### config.mk
export PLATFORM = sky130hd
export DESIGN_NAME = twhdf_ctrl
export DESIGN_NICKNAME = d
export VERILOG_FILES = /design/src/hdl/twhdf_pkg.sv /design/src/hdl/twhdf_ctrl.sv
export SDC_FILE = /design/constraint.sdc
export NUM_CORES = 1
export LEC_CHECK = 0
export ABC_AREA = 1
export ABC_CLOCK_PERIOD_IN_PS = 1600
export BUFFER_PORTS_ARGS = -buffer_cell sky130_fd_sc_hd__buf_2
export CORE_AREA = 2 2 39 41
export DETAILED_ROUTE_END_ITERATION = 8
export DIE_AREA = 0 0 41 43
export PLACE_DENSITY = 0.71
export SLEW_MARGIN = 20
export SYNTH_ARGS = -nofsm -noshare
export SYNTH_HDL_FRONTEND = slang
export SYNTH_SLANG_ARGS = --single-unit
### constraint.sdc
create_clock -name clk -period 1.6 [get_ports clk]
set_clock_uncertainty 0.1 [all_clocks]
set_input_delay 0.24 -clock clk [delete_from_list [all_inputs] [get_ports clk]]
set_output_delay 0.24 -clock clk [all_outputs]
set_load 0.01 [all_outputs]
### src/hdl/twhdf_pkg.sv
// package: shared types, constants and command/status structs of the duplicate filter
`timescale 1ns / 1ps
package twhdf_pkg;

	// default geometry
	localparam int unsigned MAX_INTERVALS_DEF = 16;
	localparam int unsigned INTERVAL_BITS_DEF = 65536;

	// fixed limits
	localparam int unsigned MAX_CHUNKS    = 64;
	localparam int unsigned BITS_PER_BYTE = 8;

	// field widths
	localparam int unsigned HASH_W   = 64;
	localparam int unsigned TIME_W   = 32;
	localparam int unsigned CCOUNT_W = 7;
	localparam int unsigned CBYTES_W = 14;
	localparam int unsigned CFG_IDX_W = 8;
	localparam int unsigned CFG_DAT_W = 32;

	// divider widths
	localparam int unsigned DVD_W = 64;
	localparam int unsigned DVS_W = 32;
	localparam int unsigned DCNT_W = $clog2(DVD_W);

	// register reset values
	localparam logic [TIME_W-1:0]   PERIOD_RST = 32'd60;
	localparam logic [TIME_W-1:0]   KEEP_RST   = 32'd3600;
	localparam logic [CCOUNT_W-1:0] CCOUNT_RST = 7'd16;
	localparam logic [CBYTES_W-1:0] CBYTES_RST = 14'd512;

	// configuration register indexes
	typedef enum logic [CFG_IDX_W-1:0] {
		CFG_PERIOD = 8'd0,
		CFG_KEEP   = 8'd1,
		CFG_CCOUNT = 8'd2,
		CFG_CBYTES = 8'd3
	} cfg_reg_t;

	// result codes
	typedef enum logic [1:0] {
		ST_NEW     = 2'd0,
		ST_DUP     = 2'd1,
		ST_TOO_OLD = 2'd2,
		ST_NO_SLOT = 2'd3
	} status_t;

	// divider operations
	typedef enum logic [1:0] {
		OP_RND = 2'd0,  // event time / period
		OP_LIM = 2'd1,  // interval bits / chunk count
		OP_CHK = 2'd2,  // hash / chunk count
		OP_BIT = 2'd3   // (hash / chunk count) / chunk bits
	} div_op_t;

	// controller states
	typedef enum logic [4:0] {
		S_IDLE,
		S_RND_GO,
		S_RND_WAIT,
		S_MUL,
		S_AGE,
		S_LIM_GO,
		S_LIM_WAIT,
		S_CHK_GO,
		S_CHK_WAIT,
		S_BIT_GO,
		S_BIT_WAIT,
		S_ADDR,
		S_SCAN,
		S_ALLOC,
		S_CLEAR,
		S_READ,
		S_MODIFY,
		S_FINISH
	} ctrl_state_t;

	// controller to datapath
	typedef struct packed {
		logic    load_item;
		logic    div_start;
		div_op_t div_op;
		logic    mul;
		logic    addr_calc;
		logic    scan_clear;
		logic    scan_step;
		logic    alloc;
		logic    clear_step;
		logic    mem_read;
		logic    mem_write;
		logic    set_status;
		status_t status;
		logic    out_load;
	} dp_cmd_t;

	// datapath to controller
	typedef struct packed {
		logic div_done;
		logic too_old;
		logic scan_last;
		logic hit;
		logic alloc_ok;
		logic clear_last;
		logic out_free;
	} dp_sts_t;

endpackage

### src/hdl/twhdf_ctrl.sv
// controller: sequences division, slot search, allocation and bitmap update
`timescale 1ns / 1ps
module twhdf_ctrl (
	input  logic                 clk,
	input  logic                 arst_n,
	input  logic                 item_valid,
	output logic                 item_ready,
	input  twhdf_pkg::dp_sts_t   sts,
	output twhdf_pkg::dp_cmd_t   cmd
);
	twhdf_pkg::ctrl_state_t state_q, state_d;

	// state register
	always_ff @(posedge clk or negedge arst_n) begin
		if (!arst_n) begin
			state_q <= twhdf_pkg::S_IDLE;
		end else begin
			state_q <= state_d;
		end
	end

	// next state and commands
	always_comb begin
		state_d    = state_q;
		cmd        = '0;
		cmd.div_op = twhdf_pkg::OP_RND;
		cmd.status = twhdf_pkg::ST_NEW;
		item_ready = 1'b0;
		unique case (state_q)
			twhdf_pkg::S_IDLE: begin
				item_ready = 1'b1;
				if (item_valid) begin
					cmd.load_item = 1'b1;
					state_d       = twhdf_pkg::S_RND_GO;
				end
			end
			twhdf_pkg::S_RND_GO: begin
				cmd.div_start = 1'b1;
				cmd.div_op    = twhdf_pkg::OP_RND;
				state_d       = twhdf_pkg::S_RND_WAIT;
			end
			twhdf_pkg::S_RND_WAIT: begin
				if (sts.div_done) state_d = twhdf_pkg::S_MUL;
			end
			twhdf_pkg::S_MUL: begin
				cmd.mul = 1'b1;
				state_d = twhdf_pkg::S_AGE;
			end
			twhdf_pkg::S_AGE: begin
				if (sts.too_old) begin
					cmd.set_status = 1'b1;
					cmd.status     = twhdf_pkg::ST_TOO_OLD;
					state_d        = twhdf_pkg::S_FINISH;
				end else begin
					state_d = twhdf_pkg::S_LIM_GO;
				end
			end
			twhdf_pkg::S_LIM_GO: begin
				cmd.div_start = 1'b1;
				cmd.div_op    = twhdf_pkg::OP_LIM;
				state_d       = twhdf_pkg::S_LIM_WAIT;
			end
			twhdf_pkg::S_LIM_WAIT: begin
				if (sts.div_done) state_d = twhdf_pkg::S_CHK_GO;
			end
			twhdf_pkg::S_CHK_GO: begin
				cmd.div_start = 1'b1;
				cmd.div_op    = twhdf_pkg::OP_CHK;
				state_d       = twhdf_pkg::S_CHK_WAIT;
			end
			twhdf_pkg::S_CHK_WAIT: begin
				if (sts.div_done) state_d = twhdf_pkg::S_BIT_GO;
			end
			twhdf_pkg::S_BIT_GO: begin
				cmd.div_start = 1'b1;
				cmd.div_op    = twhdf_pkg::OP_BIT;
				state_d       = twhdf_pkg::S_BIT_WAIT;
			end
			twhdf_pkg::S_BIT_WAIT: begin
				if (sts.div_done) state_d = twhdf_pkg::S_ADDR;
			end
			twhdf_pkg::S_ADDR: begin
				cmd.addr_calc  = 1'b1;
				cmd.scan_clear = 1'b1;
				state_d        = twhdf_pkg::S_SCAN;
			end
			twhdf_pkg::S_SCAN: begin
				cmd.scan_step = 1'b1;
				if (sts.scan_last) state_d = twhdf_pkg::S_ALLOC;
			end
			twhdf_pkg::S_ALLOC: begin
				cmd.alloc = 1'b1;
				if (sts.hit) begin
					state_d = twhdf_pkg::S_READ;
				end else if (sts.alloc_ok) begin
					state_d = twhdf_pkg::S_CLEAR;
				end else begin
					cmd.set_status = 1'b1;
					cmd.status     = twhdf_pkg::ST_NO_SLOT;
					state_d        = twhdf_pkg::S_FINISH;
				end
			end
			twhdf_pkg::S_CLEAR: begin
				cmd.clear_step = 1'b1;
				if (sts.clear_last) state_d = twhdf_pkg::S_READ;
			end
			twhdf_pkg::S_READ: begin
				cmd.mem_read = 1'b1;
				state_d      = twhdf_pkg::S_MODIFY;
			end
			twhdf_pkg::S_MODIFY: begin
				cmd.mem_write = 1'b1;
				state_d       = twhdf_pkg::S_FINISH;
			end
			twhdf_pkg::S_FINISH: begin
				if (sts.out_free) begin
					cmd.out_load = 1'b1;
					state_d      = twhdf_pkg::S_IDLE;
				end
			end
			default: state_d = twhdf_pkg::S_IDLE;
		endcase
	end
endmodule

Yosys cells after proc, flatten, opt, wreduce, memory -nomap -nowiden --
Cells that the tools add are included.
Word-level totals: bits in registers 5, bits of input ports 10, output and inout bits 17, logic and storage cells 57
Cells by class: eq/ne operators 25, mux-type cells 29, reduce and logical (&&, ||, !) cells 2
Operators by type and width (number):
- 5-bit case mux with 18 select lines | 1
- 5-bit two-way mux | 11
- 5-bit by 4-bit == test with 1-bit output (second input constant) | 8
- 5-bit by 3-bit == test with 1-bit output (second input constant) | 4
- 2-bit inequality test (second input constant) | 8
- 3-bit case mux with 4 select lines | 1
- 1-bit two-way mux | 11
- 5-bit by 2-bit == test with 1-bit output (second input constant) | 2
- 5-bit == test (second input constant) | 2
- 3-bit two-way mux | 3
- 8-bit AND reduction | 1
- 3-bit case mux with 2 select lines | 1
- 5-bit by 1-bit == test with 1-bit output (second input constant) | 1
- 5-bit logical NOT | 1
- 2-bit two-way mux | 1

Longest topological paths before layout --
depth after elaboration 3, mapped depth 8, mapped depth without buffers 8

Worst setup path after synthesis --
No wires, ideal clock.
path kind register to output, from register state_q[4], to output port cmd[3] (netlist name), data arrival time 1195 ps, required time 1260 ps, setup slack 65 ps, stages on the path, launching flop included 7, buffers on the path 1, path through dfrtp_1 > inv_2 > nand3_2 > nor2_2 > nand3_1 > nand2_1 > buf_4
RTL lines:
- from (decl) | RTL line twhdf_ctrl.sv:11 | twhdf_pkg::ctrl_state_t state_q, state_d;
- from (signal assigned) | RTL line twhdf_ctrl.sv:16 | state_q <= twhdf_pkg::S_IDLE;
- from (signal assigned) | RTL line twhdf_ctrl.sv:18 | state_q <= state_d;
- to (decl) | RTL line twhdf_ctrl.sv:9 | output twhdf_pkg::dp_cmd_t cmd

==> results_dict.tcl <==
set metrics [dict create \
    unrepaired_setup_endpoints_after_global_routing "true" \
    floorplan.initialDensity 0.3635 \
    worst-endpoint-required_ns 1.26 \
    largest_reg_flops 5 \
    finalSetupViolCount 13 \
    syn_area_per_cell_um2 5.651 \
    postSynthNetCount 99 \
    htree_num_levels 1 \
    vias 758 \
    critical_path_class "reg -> out" \
    status "complete, but fails checks" \
    slew_violations 0 \
    mappedNetlistArea_um2 503.0 \
    ys_top_cells_by_area "sky130_fd_sc_hd__dfrtp_1, sky130_fd_sc_hd__inv_1, sky130_fd_sc_hd__nand2_1" \
    total_leakage_power_nw 0.5604 \
    die_width_um 41 \
    largest_register "state_q" \
    finalWirelength_mm 1.894 \
    core.rowCount 14 \
    detail_route.vias_per_cell 4.890 \
    place.detailed.hpwl_mm 1.101 \
    largest_net_degree_at_the_start_of_global_routing 8 \
    critPathArrivalTime_ns 1.32 \
    critical_path.startpoint_type "flop" \
    failed_checks "setup timing" \
    detailedRoute.firstPassIterationCount 5 \
    synthCells 89 \
    area_delta_synth_final_pct 97.26 \
    gpl.final_weighted_congestion 0.8352 \
    fp.coreArea_um2 1384 \
    die-area_um2 1763 \
    instances_no_fill 155 \
    worstMarginPinSlew_ns 0.3051 \
    largest_registers "state_q: 5 flops" \
    antenna_violations_before_repair 0 \
    critical_path.endpoint_type "output pin" \
    layout_worst_path_cycle_share 1.038 \
    vias_in_the_first_global_route 735 \
    max-vdd-ir-drop_mv 1.036 \
    overall_routing_resource_usage 0.2323 \
    post-layout-total-power_w 0.001579 \
    clock-sinks 5 \
    first_pass_grt_wire_length_mm 2.835 \
    die_h_um 43 \
    drtIter0Drc 30 \
    wl_per_cell_um 12.22 \
    period_minus_slack_ns 1.660 \
    synth_top_cell_by_area "sky130_fd_sc_hd__dfrtp_1" \
    cts_tree "built" \
    synth.ff_latch_count 5 \
    netlist.area_leader.share 0.2488 \
    portBuffers 26 \
    worst_hold_path_type "in -> reg" \
    placed_cells_incl_taps 132 \
    cts_buffers 3 \
    synth-seq-area-share 0.2488 \
    maxCapViolCount 0 \
    synthDistinctLibCells 17 \
    slew-limit-headroom 0.7966 \
    io-pin-count 27 \
    layout-drive-gt1-share 0.5755 \
    num_antenna_cells 0 \
    globalRoute.totalOverflow 0 \
    worst-path-max-fanout 7 \
    timing.final.ws_setup_ns -0.06002 \
    yosysWarningCount 0 \
    antenna_violating_nets_left 0 \
    detail_route.drc_violations 0 \
    clk_transition_reported_paths_ns 0.04 \
    cts_root_buffer "sky130_fd_sc_hd__clkbuf_4" \
    max-clock-path-buffers 2 \
    hold_slack_ns 0.2237 \
    achievable-frequency_ghz 0.6024 \
    final.setup.tns_ns -0.3319 \
    pwr_density_nw_per_um2 1591 \
    clkLatencyLatePin_ns 0.23 \
    final_hold_viol_count 0 \
    fin_nets 150 \
]
==> what timing repair did <==
item / CTS / global route
resized for setup: 25 / 18
pin swaps: 11 / 8
buffers inserted: 12 / 6
hold buffers: 1 / 0
gates cloned: 0 / 0
hold endpoints to repair: 5 / 0
setup endpoints to repair: 12 / 20
==> kinds of logic (layout without fill, tap and decap cells) <==
group	count (synthesis)	after routing	share of synthesized area
buffers and inverters	23	73	0.1865
AND/OR/NAND/NOR	56	56	0.5099
flip-flops	5	5	0.2488
AO/OA/AOI/OAI	5	5	0.05471
==> cell usage after synthesis <==
master                     count
sky130_fd_sc_hd__o21ai_1       1
sky130_fd_sc_hd__nand4_1       5
sky130_fd_sc_hd__nor2_1       15
sky130_fd_sc_hd__nand3_1       7
sky130_fd_sc_hd__o21bai_1      1
sky130_fd_sc_hd__a21oi_1       1
sky130_fd_sc_hd__nand3b_1      1
sky130_fd_sc_hd__nand3_2       1
sky130_fd_sc_hd__nor2_2        4
sky130_fd_sc_hd__o21ai_0       2
sky130_fd_sc_hd__inv_2         1
sky130_fd_sc_hd__inv_1        20
sky130_fd_sc_hd__dfrtp_1       5
sky130_fd_sc_hd__buf_4         2
sky130_fd_sc_hd__nand2_1      20
sky130_fd_sc_hd__nor4_1        1
sky130_fd_sc_hd__nor3_1        2
==> power by group <==
group / switching (W) / internal [W]
Sequential: 0.000113 / 0.000189
Clock: 0.0000453 / 0.0000939
Combinational: 0.000614 / 0.000523
==> layer usage <==
metal  vias up  GRT usage  routed length [um]  share of wire
li1        380          -                   -              -
met1       346     0.2820                 783           0.41
met2        28     0.3719                 970           0.51
met3         4    0.02618                 104          0.055
met4         0     0.1333                  36          0.019
met5         -          0                   0              0
==> worst paths after layout <==
path                             from         end  slack (ns)  cells past startpoint
min reg2reg                state_q[2]  state_q[2]        0.59                      2
min in group asynchronous      arst_n  state_q[2]        0.24                      2
max                        state_q[4]      cmd[2]       -0.06                      6
min                            sts[5]  state_q[2]        0.22                      4
max in group asynchronous      arst_n  state_q[0]        1.02                      2
max reg2reg                state_q[0]  state_q[0]       -0.04                     11
==> worst max-delay path: stages, from the launching register on <==
cell                       delay [ns]
sky130_fd_sc_hd__dfrtp_1         0.41
sky130_fd_sc_hd__clkinv_4        0.12
sky130_fd_sc_hd__nand3_4         0.10
sky130_fd_sc_hd__nor2_4          0.14
sky130_fd_sc_hd__nand3_2         0.10
sky130_fd_sc_hd__nand2_2         0.10
sky130_fd_sc_hd__buf_6           0.10
==> cell usage in the layout, fill, tap and decap left out, types with 2 or more instances in the layout <==
cell type,count
sky130_fd_sc_hd__nand2_1,14
sky130_fd_sc_hd__buf_2,21
sky130_fd_sc_hd__dfrtp_2,4
sky130_fd_sc_hd__nor2_1,7
sky130_fd_sc_hd__o21ai_0,2
sky130_fd_sc_hd__nor2_2,5
sky130_fd_sc_hd__nand3_4,2
sky130_fd_sc_hd__buf_4,19
sky130_fd_sc_hd__buf_6,7
sky130_fd_sc_hd__inv_2,2
sky130_fd_sc_hd__nor2_4,7
sky130_fd_sc_hd__clkbuf_4,3
sky130_fd_sc_hd__inv_1,18
sky130_fd_sc_hd__nand3_1,5
sky130_fd_sc_hd__nand4_1,5
sky130_fd_sc_hd__nand2_2,5
==> metrics by stage <==
stage,cell area [um^2],util,setup WS (ns)
finish,992.2,0.7170,-0.06002
global placement,660.6,0.4774,0.1479
floorplan,503.0,-,0.06524
detailed placement,660.6,0.4774,0.1257
global route,992.2,0.7170,-0.1105
CTS,879.6,0.6356,-0.03294
==> area by class of cell <==
| cell class | instances | area (um^2) |
|---|---|---|
| repair buffers | 48 | 336.6 |
| multi-input cells | 61 | 395.4 |
| flip-flops and latches | 5 | 130.1 |
| well taps | 16 | 20.02 |
| fillers | 101 | 391.6 |
| clock buffers | 4 | 26.28 |
| inverters | 21 | 83.83 |
Power figures use the tool's default switching activity.
